--- config.mk ---
export PLATFORM = sky130hd
export DESIGN_NAME = lru_handle_cache
export DESIGN_NICKNAME = d
export VERILOG_FILES = /design/src/lhc_pkg.sv /design/src/lhc_slots.sv /design/src/lru_handle_cache.sv
export SDC_FILE = /design/constraint.sdc
export NUM_CORES = 1
export LEC_CHECK = 0
export ABC_AREA = 0
export ABC_CLOCK_PERIOD_IN_PS = 6020
export BUFFER_PORTS_ARGS = -buffer_cell sky130_fd_sc_hd__clkbuf_2
export CORE_AREA = 2 2 278 280
export DETAILED_ROUTE_END_ITERATION = 6
export DIE_AREA = 0 0 280 282
export GPL_TIMING_DRIVEN = 0
export PLACE_DENSITY = 0.53
export SLEW_MARGIN = 10
export SYNTH_ARGS = -nofsm -noshare
export SYNTH_HDL_FRONTEND = slang
export SYNTH_SLANG_ARGS = --single-unit
--- constraint.sdc ---
create_clock -name clk -period 6.02 [get_ports clk]
set_input_delay 0 -clock clk [delete_from_list [all_inputs] [get_ports clk]]
set_output_delay 0 -clock clk [all_outputs]
set_load 0.03 [all_outputs]
--- src/lhc_pkg.sv ---
// Shared constants and types for the handle cache.
`default_nettype none

package lhc_pkg;

    localparam int ENTRIES  = 4;
    localparam int IDX_W    = (ENTRIES > 1) ? $clog2(ENTRIES) : 1;
    localparam int KEY_W    = 8;
    localparam int HANDLE_W = 32;
    localparam int AGE_W    = 32;
    localparam int DIM_W    = 16;

    localparam logic CMD_LOOKUP = 1'b0;
    localparam logic CMD_CLEAR  = 1'b1;

    typedef struct packed {
        logic [KEY_W-1:0]    key;
        logic [HANDLE_W-1:0] handle;
        logic [AGE_W-1:0]    age;
        logic [DIM_W-1:0]    width;
        logic [DIM_W-1:0]    height;
    } slot_t;

    typedef struct packed {
        logic             en_age;
        logic             en_fill;
        logic             en_clear;
        logic [IDX_W-1:0] idx;
        slot_t            data;
    } slot_wr_t;

endpackage

`default_nettype wire

--- src/lhc_slots.sv ---
// Slot storage: key, handle, age and picture size per entry.
`default_nettype none

module lhc_slots
    import lhc_pkg::*;
(
    input  wire logic               clk,
    input  wire logic               rst_n,
    input  wire logic [IDX_W-1:0]   rd_idx,
    output slot_t                   rd,
    output logic [ENTRIES-1:0]      occupied,
    input  wire slot_wr_t           wr
);

    logic [KEY_W-1:0]    key_reg    [ENTRIES];
    logic [HANDLE_W-1:0] handle_reg [ENTRIES];
    logic [AGE_W-1:0]    age_reg    [ENTRIES];
    logic [DIM_W-1:0]    width_reg  [ENTRIES];
    logic [DIM_W-1:0]    height_reg [ENTRIES];

    always_ff @(posedge clk or negedge rst_n)
    begin
        if (!rst_n)
        begin
            for (int i = 0; i < ENTRIES; i++)
            begin
                key_reg[i]    <= '0;
                handle_reg[i] <= '0;
                age_reg[i]    <= '0;
            end
        end
        else if (wr.en_clear)
        begin
            key_reg[wr.idx]    <= '0;
            handle_reg[wr.idx] <= '0;
            age_reg[wr.idx]    <= '0;
        end
        else if (wr.en_fill)
        begin
            key_reg[wr.idx]    <= wr.data.key;
            handle_reg[wr.idx] <= wr.data.handle;
            age_reg[wr.idx]    <= wr.data.age;
        end
        else if (wr.en_age)
        begin
            age_reg[wr.idx] <= wr.data.age;
        end
    end

    // size is only read after a fill, no reset
    always_ff @(posedge clk)
    begin
        if (wr.en_fill)
        begin
            width_reg[wr.idx]  <= wr.data.width;
            height_reg[wr.idx] <= wr.data.height;
        end
    end

    always_comb
    begin
        rd.key    = key_reg[rd_idx];
        rd.handle = handle_reg[rd_idx];
        rd.age    = age_reg[rd_idx];
        rd.width  = width_reg[rd_idx];
        rd.height = height_reg[rd_idx];
        for (int i = 0; i < ENTRIES; i++)
        begin
            occupied[i] = (handle_reg[i] != '0);
        end
    end

endmodule

`default_nettype wire

--- src/lru_handle_cache.sv ---
// Handle cache top level: LRU lookup, fill and clear sequencer.
// Lookup: an accept state, a scan of the slots (one slot per cycle unless an output stall
//   holds a hit), then a fill state on a miss; a hit registers its result word from the scan
//   state and skips the fill, a miss registers it in S_FILL, which an output stall also holds.
// Clear: an accept state, then a sweep over every slot; one word per occupied slot, or one word if none is.
// Reset clears the key, handle and age of every slot, the tick counter and the output valid.
`default_nettype none

module lru_handle_cache
    import lhc_pkg::*;
(
    input  wire logic                clk,
    input  wire logic                rst_n,
    input  wire logic                in_valid,
    output logic                     in_stall,
    input  wire logic                command,
    input  wire logic [KEY_W-1:0]    face,
    input  wire logic [HANDLE_W-1:0] load_handle,
    input  wire logic [DIM_W-1:0]    load_width,
    input  wire logic [DIM_W-1:0]    load_height,
    output logic                     out_valid,
    input  wire logic                out_stall,
    output logic [HANDLE_W-1:0]      handle,
    output logic [DIM_W-1:0]         width,
    output logic [DIM_W-1:0]         height,
    output logic                     hit,
    output logic [HANDLE_W-1:0]      released_handle,
    output logic                     last
);

    typedef enum logic [1:0] {S_IDLE, S_SCAN, S_FILL, S_CLEAR} state_t;

    state_t              state_reg, state_next;
    logic [IDX_W-1:0]    idx_reg, idx_next;
    logic [IDX_W-1:0]    victim_reg, victim_next;
    logic [AGE_W-1:0]    vage_reg, vage_next;
    logic [HANDLE_W-1:0] vhandle_reg, vhandle_next;
    logic [AGE_W-1:0]    tick_reg, tick_next;
    logic [KEY_W-1:0]    face_reg, face_next;
    logic [HANDLE_W-1:0] lh_reg, lh_next;
    logic [DIM_W-1:0]    lw_reg, lw_next;
    logic [DIM_W-1:0]    lht_reg, lht_next;
    logic                any_reg, any_next;

    logic                out_valid_reg, out_valid_next;
    logic [HANDLE_W-1:0] handle_reg, handle_next;
    logic [DIM_W-1:0]    width_reg, width_next;
    logic [DIM_W-1:0]    height_reg, height_next;
    logic                hit_reg, hit_next;
    logic [HANDLE_W-1:0] rel_reg, rel_next;
    logic                last_reg, last_next;

    slot_t               rd;
    logic [ENTRIES-1:0]  occupied;
    slot_wr_t            wr;

    logic                can_emit;
    logic                last_idx;
    logic                later_occ;
    logic                match;

    lhc_slots u_slots (
        .clk      (clk),
        .rst_n    (rst_n),
        .rd_idx   (idx_reg),
        .rd       (rd),
        .occupied (occupied),
        .wr       (wr)
    );

    assign in_stall        = (state_reg != S_IDLE);
    assign out_valid       = out_valid_reg;
    assign handle          = handle_reg;
    assign width           = width_reg;
    assign height          = height_reg;
    assign hit             = hit_reg;
    assign released_handle = rel_reg;
    assign last            = last_reg;

    assign can_emit = !out_valid_reg || !out_stall;
    assign last_idx = (idx_reg == IDX_W'(ENTRIES - 1));
    assign match    = occupied[idx_reg] && (rd.key == face_reg);

    always_comb
    begin
        later_occ = 1'b0;
        for (int i = 0; i < ENTRIES; i++)
        begin
            if ((IDX_W'(i) > idx_reg) && occupied[i])
            begin
                later_occ = 1'b1;
            end
        end
    end

    always_comb
    begin
        state_next   = state_reg;
        idx_next     = idx_reg;
        victim_next  = victim_reg;
        vage_next    = vage_reg;
        vhandle_next = vhandle_reg;
        tick_next    = tick_reg;
        face_next    = face_reg;
        lh_next      = lh_reg;
        lw_next      = lw_reg;
        lht_next     = lht_reg;
        any_next     = any_reg;

        out_valid_next = out_valid_reg && out_stall;
        handle_next    = handle_reg;
        width_next     = width_reg;
        height_next    = height_reg;
        hit_next       = hit_reg;
        rel_next       = rel_reg;
        last_next      = last_reg;

        wr.en_age      = 1'b0;
        wr.en_fill     = 1'b0;
        wr.en_clear    = 1'b0;
        wr.idx         = idx_reg;
        wr.data.key    = face_reg;
        wr.data.handle = lh_reg;
        wr.data.age    = tick_reg;
        wr.data.width  = lw_reg;
        wr.data.height = lht_reg;

        unique case (state_reg)
            S_IDLE:
            begin
                if (in_valid)
                begin
                    idx_next  = '0;
                    any_next  = 1'b0;
                    face_next = face;
                    lh_next   = load_handle;
                    lw_next   = load_width;
                    lht_next  = load_height;
                    if (command == CMD_CLEAR)
                    begin
                        tick_next  = '0;
                        state_next = S_CLEAR;
                    end
                    else
                    begin
                        tick_next  = tick_reg + 1'b1;
                        state_next = S_SCAN;
                    end
                end
            end

            S_SCAN:
            begin
                if (match)
                begin
                    if (can_emit)
                    begin
                        wr.en_age      = 1'b1;
                        out_valid_next = 1'b1;
                        handle_next    = rd.handle;
                        width_next     = rd.width;
                        height_next    = rd.height;
                        hit_next       = 1'b1;
                        rel_next       = '0;
                        last_next      = 1'b1;
                        state_next     = S_IDLE;
                    end
                end
                else
                begin
                    if ((idx_reg == '0) || !occupied[idx_reg] || (rd.age < vage_reg))
                    begin
                        victim_next  = idx_reg;
                        vage_next    = rd.age;
                        vhandle_next = rd.handle;
                    end
                    if (last_idx)
                    begin
                        state_next = S_FILL;
                    end
                    else
                    begin
                        idx_next = idx_reg + 1'b1;
                    end
                end
            end

            S_FILL:
            begin
                if (can_emit)
                begin
                    out_valid_next = 1'b1;
                    hit_next       = 1'b0;
                    last_next      = 1'b1;
                    if (lh_reg == '0)
                    begin
                        handle_next = '0;
                        width_next  = '0;
                        height_next = '0;
                        rel_next    = '0;
                    end
                    else
                    begin
                        wr.en_fill  = 1'b1;
                        wr.idx      = victim_reg;
                        handle_next = lh_reg;
                        width_next  = lw_reg;
                        height_next = lht_reg;
                        rel_next    = vhandle_reg;
                    end
                    state_next = S_IDLE;
                end
            end

            S_CLEAR:
            begin
                if (occupied[idx_reg] || (last_idx && !any_reg))
                begin
                    if (can_emit)
                    begin
                        out_valid_next = 1'b1;
                        handle_next    = '0;
                        width_next     = '0;
                        height_next    = '0;
                        hit_next       = 1'b0;
                        rel_next       = rd.handle;
                        last_next      = !later_occ;
                        any_next       = 1'b1;
                        wr.en_clear    = 1'b1;
                        if (last_idx)
                        begin
                            state_next = S_IDLE;
                        end
                        else
                        begin
                            idx_next = idx_reg + 1'b1;
                        end
                    end
                end
                else
                begin
                    wr.en_clear = 1'b1;
                    if (last_idx)
                    begin
                        state_next = S_IDLE;
                    end
                    else
                    begin
                        idx_next = idx_reg + 1'b1;
                    end
                end
            end

            default:
            begin
                state_next = S_IDLE;
            end
        endcase
    end

    always_ff @(posedge clk or negedge rst_n)
    begin
        if (!rst_n)
        begin
            state_reg     <= S_IDLE;
            idx_reg       <= '0;
            tick_reg      <= '0;
            any_reg       <= 1'b0;
            out_valid_reg <= 1'b0;
            victim_reg    <= '0;
            vage_reg      <= '0;
            vhandle_reg   <= '0;
            face_reg      <= '0;
            lh_reg        <= '0;
            lw_reg        <= '0;
            lht_reg       <= '0;
            handle_reg    <= '0;
            width_reg     <= '0;
            height_reg    <= '0;
            hit_reg       <= 1'b0;
            rel_reg       <= '0;
            last_reg      <= 1'b0;
        end
        else
        begin
            state_reg     <= state_next;
            idx_reg       <= idx_next;
            tick_reg      <= tick_next;
            any_reg       <= any_next;
            out_valid_reg <= out_valid_next;
            victim_reg    <= victim_next;
            vage_reg      <= vage_next;
            vhandle_reg   <= vhandle_next;
            face_reg      <= face_next;
            lh_reg        <= lh_next;
            lw_reg        <= lw_next;
            lht_reg       <= lht_next;
            handle_reg    <= handle_next;
            width_reg     <= width_next;
            height_reg    <= height_next;
            hit_reg       <= hit_next;
            rel_reg       <= rel_next;
            last_reg      <= last_next;
        end
    end

endmodule

`default_nettype wire
==> impl_metrics.ini <==
[status]
status = finished, final reports clean

[worst_setup_path]
cp.arrival_ns = 6.20
critPathLaunchType = flip-flop
required_ns = 6.51
path_max_fanout = 10
critical_path_depth = 14
critical-path-slowest-cell = buf_1
crit_top_cell = buf_6
critPathKind = reg -> reg
reg2reg_depth = 14
crit_buf_inv = 5
cp-end-kind = flip-flop
cpLargestDelayFamily = buffers and inverters
critPathMaxStageDelay_ns = 0.87
crit_chain = buf_6, buf_2, buf_1, mux4_2, ha_1, and3_1, nand2_1, a311o_1, o211ai_1, a31oi_1, o31ai_1, buf_6, buf_6, mux2_4

[detailed_routing]
wl_per_cell_um = 22.3
drt-met1-wl_mm = 37.4
wirelength_mm = 83.6
dr.pass1.iters = 6
drt_iter0_markers = 1620
dr.max_layer_used = met5
vias_per_cell = 5.45
num_vias = 20449
dr_wl_met3_mm = 5.71
wl_met2_mm = 38.5
ant_nets = 0
drc = 0

[power_and_ir_drop]
p_leak_uw = 0.0157
ir_drop_mv = 0.280
p_per_area_nw_per_um2 = 518

[timing]
skew_ns = 0.0279
layout_min_cycle_time_ns = 5.71
fmax_mhz = 175
slew_violations = 0
setup_tns_ns = 0
grt_setup_unrepaired = no
hold_ws_ns = 0.151
post-route-period-util_pct = 94.9
tightest_slew_ns = 1.16
final-hold-violation-count = 0
final-setup-viol-count = 0
slew_headroom_pct = 22.7

[global_routing]
grt_pass1_wl_mm = 129
grt_pass1_vias = 21191
grt_start_max_net_pins = 101
gr-usage-all-layers_pct = 21.6
antenna_found_initial = 9
grt_overflow = 0

[clocking]
clkTransAtPathRegs_ns = 0.06
postCtsSetupRepairBufs = 0
insertion_delay_ns = 0.62
cts.sinks = 690
cts.path.max_buffers = 3
cts_tree = done
cts-root-buf = clkbuf_16
htreeDepth = 3
numCtsBuffers = 77

[placement]
port_buffers = 176
dp.cells = 3536
dp_hpwl_mm = 57.7
gp_congestion = 0.861

[die]
dieArea_um2 = 79000
design.portCount = 177
core_um2 = 75700
fp-row-count = 101
fp.dieW_um = 280
die_height_um = 282
start_util_pct = 39.9

[logic_synthesis]
mappedNetlistArea_um2 = 30200
syn_inst = 2376
ys_seq_area_share_pct = 59.4
ys_ff_latch = 690
synth-edff-count = 128
synth_ff_type = dfrtp_1
syn_nets = 2488
synth_cell_types = 55
async_reset_ff_share_pct = 81.4
synth_warnings = 0
syn_avg_cell_area_um2 = 12.7

[final_layout]
layout_common_cells = dfrtp_1, nand2_1, o21ai_0, inv_1, mux2_2
final_nets = 2826
final_common_cell = dfrtp_1
drive_gt1_share_pct = 25.2
instances_no_fill = 3755
area.growth.synth_to_final_pct = 18.7

[worst_hold_path]
hp-class = in -> reg
whs_path_depth = 3

[flow_run]
maxCapViolations = 0
## cells in the mapped netlist (all sizes together) (3+ instances only)
cell,number,area [um^2]
nand2b,6,37.5
nor4,40,250
xor2,15,131
nand3,8,40.0
and4,4,35.0
inv,225,845
mux2,266,3150
a31oi,5,31.3
xnor2,13,114
or3,8,50.1
nor3,7,35.0
ha,35,438
and3,11,68.8
nand4,18,113
edfxtp,128,3840
a21o,12,90.1
mux4,104,2340
a221oi,28,251
a21oi,49,245
nand2,264,991
and2,37,231
dfrtp,562,14100
clkbuf,96,360
a22oi,69,518
o21ai,251,1260
o31ai,3,22.5
nor2,39,146
buf,45,246
## worst paths after layout
path / from / end / slack [ns]
min in group asynchronous: rst_n / released_handle[24] / 0.53
setup reg to reg: idx_reg[0] / vage_reg[26] / 0.31
hold / removal: load_width[0] / lw_reg[0] / 0.15
setup / recovery: idx_reg[0] / vage_reg[26] / 0.31
hold reg to reg: released_handle[10] / released_handle[10] / 0.48
max in group asynchronous: rst_n / lht_reg[11] / 4.21
## final cells by class
type | instances | area [um^2]
Fill cell | 6732 | 39900
Multi-Input combinational cell | 1319 | 10800
Sequential cell | 690 | 17900
Clock inverter | 34 | 417
Tap cell | 978 | 1220
Antenna cell | 2 | 5.00
Timing Repair Buffer | 260 | 1850
Inverter | 226 | 848
Buffer | 140 | 627
Clock buffer | 106 | 2130
## timing repair
action,in CTS,in global routing
hold endpoints to repair,289,0
setup endpoints to repair,66,1
hold buffers,78,0
gates cloned,0,0
resized for setup,1,1
## layer usage
layer  vias to the layer above  GRT usage, %
met2                       625          33.6
met1                     10588          30.4
met5                         -             0
met3                       121          5.00
met4                        12          6.16
li1                       9103             -
## stage by stage
stage	area [um^2]	worst slack (ns)	power [uW]	util, %
floorplan	30200	1.99	11300	-
global placement	32300	-8.11	13700	42.6
detailed placement	32500	-0.375	13800	42.9
CTS	35800	0.147	18700	47.3
global route	35800	0.0427	19600	47.3
finish	35800	0.309	18500	47.3
## cell families (layout without fill, tap and decap cells)
kind of cell	count (synthesis)	count (layout)	share of synthesized area, %
buffers and inverters	367	766	4.82
AO/OA/AOI/OAI	434	434	8.48
other	0	2	0
multiplexers	371	371	18.2
XOR/XNOR	28	28	0.813
flip-flops	690	690	59.4
adder cells (fa/ha/maj)	35	35	1.45
AND/OR/NAND/NOR	451	451	6.85
## tightest hold or removal path, stage by stage
cell           delay [ns]
dlygate4sd3_1        0.52
clkbuf_2             0.09
mux2_2               0.12
## report_power, final
group          internal, uW  switching, uW  leakage, uW  total [uW]
sequential             6170           1200      0.00849        7370
combinational          2510           3870      0.00596        6380
clock                  2860           1930      0.00126        4790
total                 11500           7000       0.0157       18500
(Power assumes the default switching activity.)
